===== src/pibfh_pkg.sv =====
`timescale 1ns / 1ps

package pibfh_pkg;

	localparam int MAX_BOXES = 16;

	localparam int DATA_W = 32;
	localparam int BND_W  = DATA_W + 1;
	localparam int IDX_W  = 4;
	localparam int CFG_W  = 5;
	localparam int CNT_W  = $clog2(MAX_BOXES + 1);
	localparam int ADDR_W = (MAX_BOXES > 1) ? $clog2(MAX_BOXES) : 1;

	localparam logic FUNC_WRITE = 1'b0;
	localparam logic FUNC_QUERY = 1'b1;

	typedef struct packed {
		logic signed [BND_W-1:0] lo_x;
		logic signed [BND_W-1:0] hi_x;
		logic signed [BND_W-1:0] lo_y;
		logic signed [BND_W-1:0] hi_y;
		logic signed [BND_W-1:0] lo_z;
		logic signed [BND_W-1:0] hi_z;
	} box_bnd_t;

	typedef struct packed {
		logic signed [BND_W-1:0] x;
		logic signed [BND_W-1:0] y;
		logic signed [BND_W-1:0] z;
	} pnt_t;

	typedef struct packed {
		logic              en;
		logic [ADDR_W-1:0] addr;
		box_bnd_t          data;
	} mem_wr_t;

	typedef struct packed {
		logic              en;
		logic [ADDR_W-1:0] addr;
	} mem_rd_t;

endpackage


===== src/point_in_box_first_hit.sv =====
`timescale 1ns / 1ps
// Write transaction: stored in the box table at the accepting edge; req_stall stays low.
// Query transaction: scans boxes in index order up to box_count, capped at 16, and stops at
// the first hit; the shared box test reads one box a cycle from the single table read port.
// req_stall drops as rsp_valid rises, so the next transaction can be taken from then on;
// a response still stalled at the output holds a finished query back.
// Reset (arst_n low, asynchronous) clears box_count, the sequencer and the output register;
// the box table is not cleared and holds garbage until written.

module point_in_box_first_hit (
	input  logic                                clk,
	input  logic                                arst_n,
	input  logic                                req_valid,
	output logic                                req_stall,
	input  logic                                func,
	input  logic [pibfh_pkg::IDX_W-1:0]         box_index,
	input  logic signed [pibfh_pkg::DATA_W-1:0] center_x,
	input  logic signed [pibfh_pkg::DATA_W-1:0] center_y,
	input  logic signed [pibfh_pkg::DATA_W-1:0] center_z,
	input  logic signed [pibfh_pkg::DATA_W-1:0] half_x,
	input  logic signed [pibfh_pkg::DATA_W-1:0] half_y,
	input  logic signed [pibfh_pkg::DATA_W-1:0] half_z,
	input  logic signed [pibfh_pkg::DATA_W-1:0] point_x,
	input  logic signed [pibfh_pkg::DATA_W-1:0] point_y,
	input  logic signed [pibfh_pkg::DATA_W-1:0] point_z,
	input  logic                                cfg_valid,
	output logic                                cfg_ready,
	input  logic [pibfh_pkg::CFG_W-1:0]         box_count,
	output logic                                rsp_valid,
	input  logic                                rsp_stall,
	output logic                                hit,
	output logic [pibfh_pkg::IDX_W-1:0]         hit_index
);
	import pibfh_pkg::*;

	mem_wr_t  wr;
	mem_rd_t  rd;
	box_bnd_t rd_data;
	pnt_t     point;
	logic     box_in;

	// Bounds are formed once at write time, with a guard bit so they never wrap
	always_comb begin
		wr.en        = req_valid && !req_stall && (func == FUNC_WRITE) &&
			($unsigned(box_index) < MAX_BOXES);
		wr.addr      = ADDR_W'(box_index);
		wr.data.lo_x = {center_x[DATA_W-1], center_x} - {half_x[DATA_W-1], half_x};
		wr.data.hi_x = {center_x[DATA_W-1], center_x} + {half_x[DATA_W-1], half_x};
		wr.data.lo_y = {center_y[DATA_W-1], center_y} - {half_y[DATA_W-1], half_y};
		wr.data.hi_y = {center_y[DATA_W-1], center_y} + {half_y[DATA_W-1], half_y};
		wr.data.lo_z = {center_z[DATA_W-1], center_z} - {half_z[DATA_W-1], half_z};
		wr.data.hi_z = {center_z[DATA_W-1], center_z} + {half_z[DATA_W-1], half_z};
	end

	pibfh_box_mem u_mem (
		.clk     (clk),
		.wr      (wr),
		.rd      (rd),
		.rd_data (rd_data)
	);

	pibfh_box_test u_test (
		.bnd    (rd_data),
		.point  (point),
		.box_in (box_in)
	);

	pibfh_seq u_seq (
		.clk       (clk),
		.arst_n    (arst_n),
		.req_valid (req_valid),
		.req_stall (req_stall),
		.func      (func),
		.point_x   (point_x),
		.point_y   (point_y),
		.point_z   (point_z),
		.cfg_valid (cfg_valid),
		.cfg_ready (cfg_ready),
		.box_count (box_count),
		.rsp_valid (rsp_valid),
		.rsp_stall (rsp_stall),
		.hit       (hit),
		.hit_index (hit_index),
		.rd        (rd),
		.point     (point),
		.box_in    (box_in)
	);

endmodule


===== src/pibfh_box_mem.sv =====
`timescale 1ns / 1ps

module pibfh_box_mem (
	input  logic                clk,
	input  pibfh_pkg::mem_wr_t  wr,
	input  pibfh_pkg::mem_rd_t  rd,
	output pibfh_pkg::box_bnd_t rd_data
);
	import pibfh_pkg::*;

	box_bnd_t mem_q [MAX_BOXES];
	box_bnd_t rd_data_q;

	always_ff @(posedge clk) begin
		if (wr.en) begin
			mem_q[wr.addr] <= wr.data;
		end
	end

	always_ff @(posedge clk) begin
		if (rd.en) begin
			rd_data_q <= mem_q[rd.addr];
		end
	end

	assign rd_data = rd_data_q;

endmodule


===== src/pibfh_box_test.sv =====
`timescale 1ns / 1ps

module pibfh_box_test (
	input  pibfh_pkg::box_bnd_t bnd,
	input  pibfh_pkg::pnt_t     point,
	output logic                box_in
);
	import pibfh_pkg::*;

	logic in_x;
	logic in_y;
	logic in_z;

	// Both bounds inclusive; a negative half extent gives lo > hi and never matches
	always_comb begin
		in_x   = (point.x >= bnd.lo_x) && (point.x <= bnd.hi_x);
		in_y   = (point.y >= bnd.lo_y) && (point.y <= bnd.hi_y);
		in_z   = (point.z >= bnd.lo_z) && (point.z <= bnd.hi_z);
		box_in = in_x && in_y && in_z;
	end

endmodule


===== src/pibfh_seq.sv =====
`timescale 1ns / 1ps

module pibfh_seq (
	input  logic                             clk,
	input  logic                             arst_n,
	input  logic                             req_valid,
	output logic                             req_stall,
	input  logic                             func,
	input  logic signed [pibfh_pkg::DATA_W-1:0] point_x,
	input  logic signed [pibfh_pkg::DATA_W-1:0] point_y,
	input  logic signed [pibfh_pkg::DATA_W-1:0] point_z,
	input  logic                             cfg_valid,
	output logic                             cfg_ready,
	input  logic [pibfh_pkg::CFG_W-1:0]      box_count,
	output logic                             rsp_valid,
	input  logic                             rsp_stall,
	output logic                             hit,
	output logic [pibfh_pkg::IDX_W-1:0]      hit_index,
	output pibfh_pkg::mem_rd_t               rd,
	output pibfh_pkg::pnt_t                  point,
	input  logic                             box_in
);
	import pibfh_pkg::*;

	typedef enum logic [1:0] {
		ST_IDLE,
		ST_SCAN,
		ST_DONE
	} state_t;

	state_t            state_q;
	logic [CFG_W-1:0]  box_count_q;
	logic [CNT_W-1:0]  scan_len;
	logic [CNT_W-1:0]  len_q;
	logic [CNT_W-1:0]  ptr_q;
	logic              vld_s1;
	logic [ADDR_W-1:0] idx_s1;
	logic              found_q;
	logic [ADDR_W-1:0] found_idx_q;
	pnt_t              point_q;
	logic              rsp_valid_q;
	logic              hit_q;
	logic [IDX_W-1:0]  hit_index_q;
	logic              query_acc;
	logic              box_hit;
	logic              issue;
	logic              rsp_free;

	always_comb begin
		scan_len  = (int'(box_count_q) > MAX_BOXES) ? CNT_W'(MAX_BOXES) : CNT_W'(box_count_q);
		query_acc = req_valid && (state_q == ST_IDLE) && (func == FUNC_QUERY);
		box_hit   = vld_s1 && box_in;
		issue     = (state_q == ST_SCAN) && !box_hit && (ptr_q != len_q);
		rsp_free  = !rsp_valid_q || !rsp_stall;
	end

	assign req_stall = (state_q != ST_IDLE);
	assign cfg_ready = 1'b1;
	assign rd.en     = issue;
	assign rd.addr   = ptr_q[ADDR_W-1:0];
	assign point     = point_q;
	assign rsp_valid = rsp_valid_q;
	assign hit       = hit_q;
	assign hit_index = hit_index_q;

	always_ff @(posedge clk or negedge arst_n) begin
		if (!arst_n) begin
			state_q     <= ST_IDLE;
			box_count_q <= '0;
			len_q       <= '0;
			ptr_q       <= '0;
			vld_s1      <= 1'b0;
			idx_s1      <= '0;
			found_q     <= 1'b0;
			found_idx_q <= '0;
			point_q     <= '0;
			rsp_valid_q <= 1'b0;
			hit_q       <= 1'b0;
			hit_index_q <= '0;
		end else begin
			if (cfg_valid) begin
				box_count_q <= box_count;
			end
			// drop the response once the far side has taken it; in ST_DONE the reload decides
			if (rsp_valid_q && !rsp_stall && (state_q != ST_DONE)) begin
				rsp_valid_q <= 1'b0;
			end
			unique case (state_q)
				ST_IDLE: begin
					if (query_acc) begin
						point_q.x <= BND_W'(0) - {point_x[DATA_W-1], point_x};
						point_q.y <= BND_W'(0) - {point_y[DATA_W-1], point_y};
						point_q.z <= BND_W'(0) - {point_z[DATA_W-1], point_z};
						len_q     <= scan_len;
						ptr_q     <= '0;
						vld_s1    <= 1'b0;
						found_q   <= 1'b0;
						state_q   <= ST_SCAN;
					end
				end
				ST_SCAN: begin
					// first match in index order wins, so stop on it
					if (box_hit) begin
						found_q     <= 1'b1;
						found_idx_q <= idx_s1;
						vld_s1      <= 1'b0;
						state_q     <= ST_DONE;
					end else if (ptr_q == len_q) begin
						vld_s1  <= 1'b0;
						state_q <= ST_DONE;
					end else begin
						vld_s1 <= 1'b1;
						idx_s1 <= ptr_q[ADDR_W-1:0];
						ptr_q  <= ptr_q + CNT_W'(1);
					end
				end
				ST_DONE: begin
					// hold the result until the output register is free
					if (rsp_free) begin
						rsp_valid_q <= 1'b1;
						hit_q       <= found_q;
						hit_index_q <= found_q ? IDX_W'(found_idx_q) : '0;
						state_q     <= ST_IDLE;
					end
				end
				default: begin
					state_q <= ST_IDLE;
				end
			endcase
		end
	end

endmodule


===== config.mk =====
export PLATFORM = sky130hd
export DESIGN_NAME = point_in_box_first_hit
export DESIGN_NICKNAME = d
export VERILOG_FILES = /design/src/pibfh_pkg.sv /design/src/point_in_box_first_hit.sv /design/src/pibfh_box_mem.sv /design/src/pibfh_box_test.sv /design/src/pibfh_seq.sv
export SDC_FILE = /design/constraint.sdc
export NUM_CORES = 2
export LEC_CHECK = 0
export BUFFER_PORTS_ARGS = -buffer_cell sky130_fd_sc_hd__buf_2
export CAP_MARGIN = 10
export CORE_ASPECT_RATIO = 0.7
export CORE_MARGIN = 2
export CORE_UTILIZATION = 35
export CTS_CLUSTER_DIAMETER = 100
export DETAILED_ROUTE_END_ITERATION = 8
export MAX_ROUTING_LAYER = met4
export PLACE_DENSITY = 0.54
export SLEW_MARGIN = 0
export SYNTH_ARGS = -nofsm -noshare
export SYNTH_HDL_FRONTEND = slang
export SYNTH_SLANG_ARGS = --single-unit

===== constraint.sdc =====
create_clock -name clk -period 39.7 [get_ports clk]
set_clock_uncertainty 0.05 [all_clocks]
set_input_delay 3.97 -clock clk [delete_from_list [all_inputs] [get_ports clk]]
set_output_delay 3.97 -clock clk [all_outputs]
set_load 0.01 [all_outputs]

==> out/qor.json <==
{
  "detailed_routing_iterations_pass_1": {"value": 6},
  "numClockSinks": {"value": 3447},
  "timing.critical_path.fanout_max": {"value": 16},
  "synth_top_area_share": {"value": 0.694},
  "first_global_vias": {"value": 74800},
  "hold_start": {"value": "u_seq.found_idx_q[1]"},
  "r2r_end": {"value": "u_mem.rd_data[46]"},
  "cp.required": {"value": 40.16, "unit": "ns"},
  "synth.ff_latch_count": {"value": 3447},
  "reg2reg_from": {"value": "u_seq.point[52]"},
  "cp_cell_sequence": {"value": "buf_2, inv_1, ha_1, nor2_1, o311a_1, o41a_1, a2111oi_1, nor2_1, o21ai_1, o31a_1, o21bai_1, a21o_1, xnor2_1"},
  "grt_start_max_net_pins": {"value": 110},
  "cp-end-kind": {"value": "register"},
  "crit_path_top_delay_cell": {"value": "sky130_fd_sc_hd__a2111oi_1"},
  "worst_skew_pair_later_pin_latency": {"value": 0.92, "unit": "ns"},
  "via_count": {"value": 73600},
  "endpoint": {"value": "u_mem.mem_q[12][96]"},
  "fin_area": {"value": 164000, "unit": "um2"},
  "worst-path-buf-inv": {"value": 2},
  "start_util": {"value": 0.352},
  "postLayoutCoreUtil": {"value": 0.403},
  "mappedNetlistNets": {"value": 8036},
  "reg2reg_depth": {"value": 14},
  "detail_route.drc_violations": {"value": 0},
  "placement.setup.worst_slack": {"value": 30.99, "unit": "ns"},
  "layout_setup_ws": {"value": 31.83, "unit": "ns"},
  "dp.final_hpwl": {"value": 228000, "unit": "um"},
  "placementRows": {"value": 196},
  "synthTopCellsByCount": {"value": "sky130_fd_sc_hd__edfxtp_1, sky130_fd_sc_hd__mux4_2, sky130_fd_sc_hd__inv_1, sky130_fd_sc_hd__ha_1, sky130_fd_sc_hd__clkbuf_1"},
  "cell_with_the_most_instances_after_synthesis": {"value": "sky130_fd_sc_hd__edfxtp_1"},
  "postCtsSetupBuffers": {"value": 0},
  "ratio_of_cells_with_drive_above_1_in_the_final_layout": {"value": 0.258},
  "timing.critical_path.slowest_cell_delay": {"value": 0.91, "unit": "ns"},
  "cp_common_cell": {"value": "sky130_fd_sc_hd__nor2_1"},
  "final-max-slew-violation-count": {"value": 0},
  "worst_setup_hold_path_clk_slew": {"value": 0.06, "unit": "ns"},
  "ctsResizeCount": {"value": 0},
  "stdcell_count": {"value": 13700},
  "power_leakage": {"value": 54.9, "unit": "nW"},
  "grt_antenna_before_repair": {"value": 56},
  "critPathArrivalTime": {"value": 8.32, "unit": "ns"},
  "mappedNetlistArea": {"value": 143000, "unit": "um2"},
  "gp_congestion": {"value": 0.905},
  "fp.dieArea": {"value": 415000, "unit": "um2"},
  "route.detailed.wl_per_inst": {"value": 28.7, "unit": "um"},
  "global_route.usage.total": {"value": 0.191},
  "power_density": {"value": 66.5, "unit": "nW/um2"},
  "fin_nets": {"value": 8612},
  "max-slew-margin-rel": {"value": 0.0781},
  "cp-start-kind": {"value": "primary input"},
  "post-route-period-util": {"value": 0.198},
  "clock_root_buffer": {"value": "sky130_fd_sc_hd__clkbuf_16"},
  "worst_setup_path_startpoint": {"value": "half_y[2]"},
  "synthDominantAreaCellType": {"value": "sky130_fd_sc_hd__edfxtp_1"},
  "fin_hold_ws": {"value": 0.444, "unit": "ns"},
  "finalSetupViolCount": {"value": 0},
  "report.final.hold_viol_count": {"value": 0},
  "synth-main-ff-cell": {"value": "sky130_fd_sc_hd__edfxtp_1"},
  "cpLargestDelayFamily": {"value": "compound AO/OA/AOI/OAI gates"},
  "tritoncts": {"value": "built"},
  "ant_nets": {"value": 0},
  "clock_tree.htree_level_count": {"value": 5},
  "post_route_total_power": {"value": 10.9, "unit": "mW"},
  "floorplan.die.width": {"value": 769, "unit": "um"},
  "wl": {"value": 393000, "unit": "um"},
  "io_buffer_count": {"value": 309},
  "timing.critical_path.depth": {"value": 13},
  "floorplan.core_area": {"value": 408000, "unit": "um2"},
  "result_of_the_run": {"value": "finished clean"},
  "yosysUniqueCellTypes": {"value": 89},
  "achievable-frequency": {"value": 0.127, "unit": "GHz"},
  "via_density_per_instance": {"value": 5.39},
  "grt_setup_unrepaired": {"value": "false"},
  "synth_async_sr_flop_share": {"value": 0.0383},
  "timing.reg2reg.setup_slack": {"value": 32.61, "unit": "ns"},
  "detail_route.iter0.violations": {"value": 7509},
  "ys_warn_count": {"value": 0},
  "area_contributors_post_synth": {"value": "sky130_fd_sc_hd__edfxtp_1, sky130_fd_sc_hd__mux4_2, sky130_fd_sc_hd__ha_1, sky130_fd_sc_hd__dfrtp_1, sky130_fd_sc_hd__xnor2_1"},
  "min_period": {"value": 7.87, "unit": "ns"},
  "critical_path_class": {"value": "in -> reg"},
  "layout-area-overhead-vs-synth": {"value": 14.5, "unit": "%"},
  "totalNegativeSetupSlack": {"value": 0, "unit": "ns"},
  "hold_class": {"value": "reg -> reg"},
  "synth_area_per_cell": {"value": 19.6, "unit": "um2"},
  "synth_seq_area_share": {"value": 0.717},
  "clockBufferDepth": {"value": 4},
  "grt_first_pass_wirelength": {"value": 557000, "unit": "um"},
  "max_cap_viol_count": {"value": 0},
  "cts_inserted_buffers": {"value": 348},
  "placed_cell_area": {"value": 153000, "unit": "um2"},
  "post_syn_instances": {"value": 7336},
  "synth-edff-count": {"value": 3315},
  "die_h": {"value": 540, "unit": "um"},
  "dp_cells": {"value": 13000},
  "vdd_ir_drop_max": {"value": 0.0511, "unit": "mV"},
  "postCtsHoldBufs": {"value": 0},
  "io_pins": {"value": 311},
  "timing_worst_slew_pin_value": {"value": 1.38, "unit": "ns"},
  "overflow": {"value": 0}
}
[cells by family after synthesis]
group	count (synthesis)	share of synthesized area
adder cells (fa/ha/maj)	397	0.0349
other	1	0.0000261
AO/OA/AOI/OAI	721	0.0319
multiplexers	997	0.155
flip-flops	3447	0.717
AND/OR/NAND/NOR	787	0.0265
XOR/XNOR	257	0.0157
buffers and inverters	729	0.0193
[placed cells by master (no fill, tap or decap), drive strengths merged, types with 12 or more instances in the layout]
| cell type | n |
|---|---|
| edfxtp | 3315 |
| mux4 | 975 |
| buf | 539 |
| clkbuf | 442 |
| inv | 422 |
| ha | 391 |
| a21oi | 213 |
| nand2 | 211 |
| nor2 | 210 |
| o21ai | 191 |
| xnor2 | 177 |
| clkinv | 139 |
| dfrtp | 132 |
| a21o | 83 |
| xor2 | 80 |
| nor3 | 77 |
| nand3 | 55 |
| o21bai | 46 |
| nand2b | 42 |
| nor4 | 39 |
| nand4 | 31 |
| bufinv | 31 |
| nor2b | 29 |
| diode | 26 |
| or3 | 26 |
| a211oi | 21 |
| o31ai | 18 |
| mux2 | 18 |
| a31oi | 15 |
| and3 | 14 |
| o211ai | 13 |
| o31a | 12 |
| or2 | 12 |
[where the power goes]
| part | total, mW | switching (mW) | internal (mW) |
|---|---|---|---|
| Combinational | 3.01 | 1.70 | 1.31 |
| Clock | 3.25 | 1.40 | 1.86 |
| Sequential | 4.66 | 0.171 | 4.49 |
| Total | 10.9 | 3.26 | 7.66 |
[worst min path at each step]
stage                           endpoint  slack, ns  cells after the start
global placement    u_seq.found_idx_q[3]       0.43                      1
finish              u_seq.found_idx_q[1]       0.44                      1
CTS                 u_seq.found_idx_q[3]       0.44                      1
floorplan                 u_seq.point[0]       0.40                      2
global route        u_seq.found_idx_q[1]       0.46                      1
detailed placement  u_seq.found_idx_q[3]       0.43                      1
[flip-flops by register name (all words and copies together), names as in the netlist, 5 cells and up]
signal / count
u_mem.mem_q: 3120
u_seq.ptr_q: 5
u_seq.box_count_q: 5
u_seq.point: 99
u_mem.rd_data: 195
u_seq.len_q: 5
[cell type report]
type | count | area, um2
Antenna cell | 26 | 65.1
Clock buffer | 436 | 9230
Clock inverter | 190 | 1930
Fill cell | 36200 | 243000
Inverter | 410 | 1550
Multi-Input combinational cell | 3160 | 38300
Sequential cell | 3447 | 103000
Tap cell | 5445 | 6810
Timing Repair Buffer | 545 | 3560
[metal layers]
| layer | track usage | vias up | wire length [um] |
|---|---|---|---|
| met2 | 0.298 | 2504 | 187000 |
| met4 | 0.0428 | 0 | 8560 |
| met5 | - | - | 0 |
| li1 | - | 30900 | - |
| met1 | 0.269 | 39700 | 174000 |
| met3 | 0.0242 | 500 | 23200 |
Power figures use the tool's default switching activity.
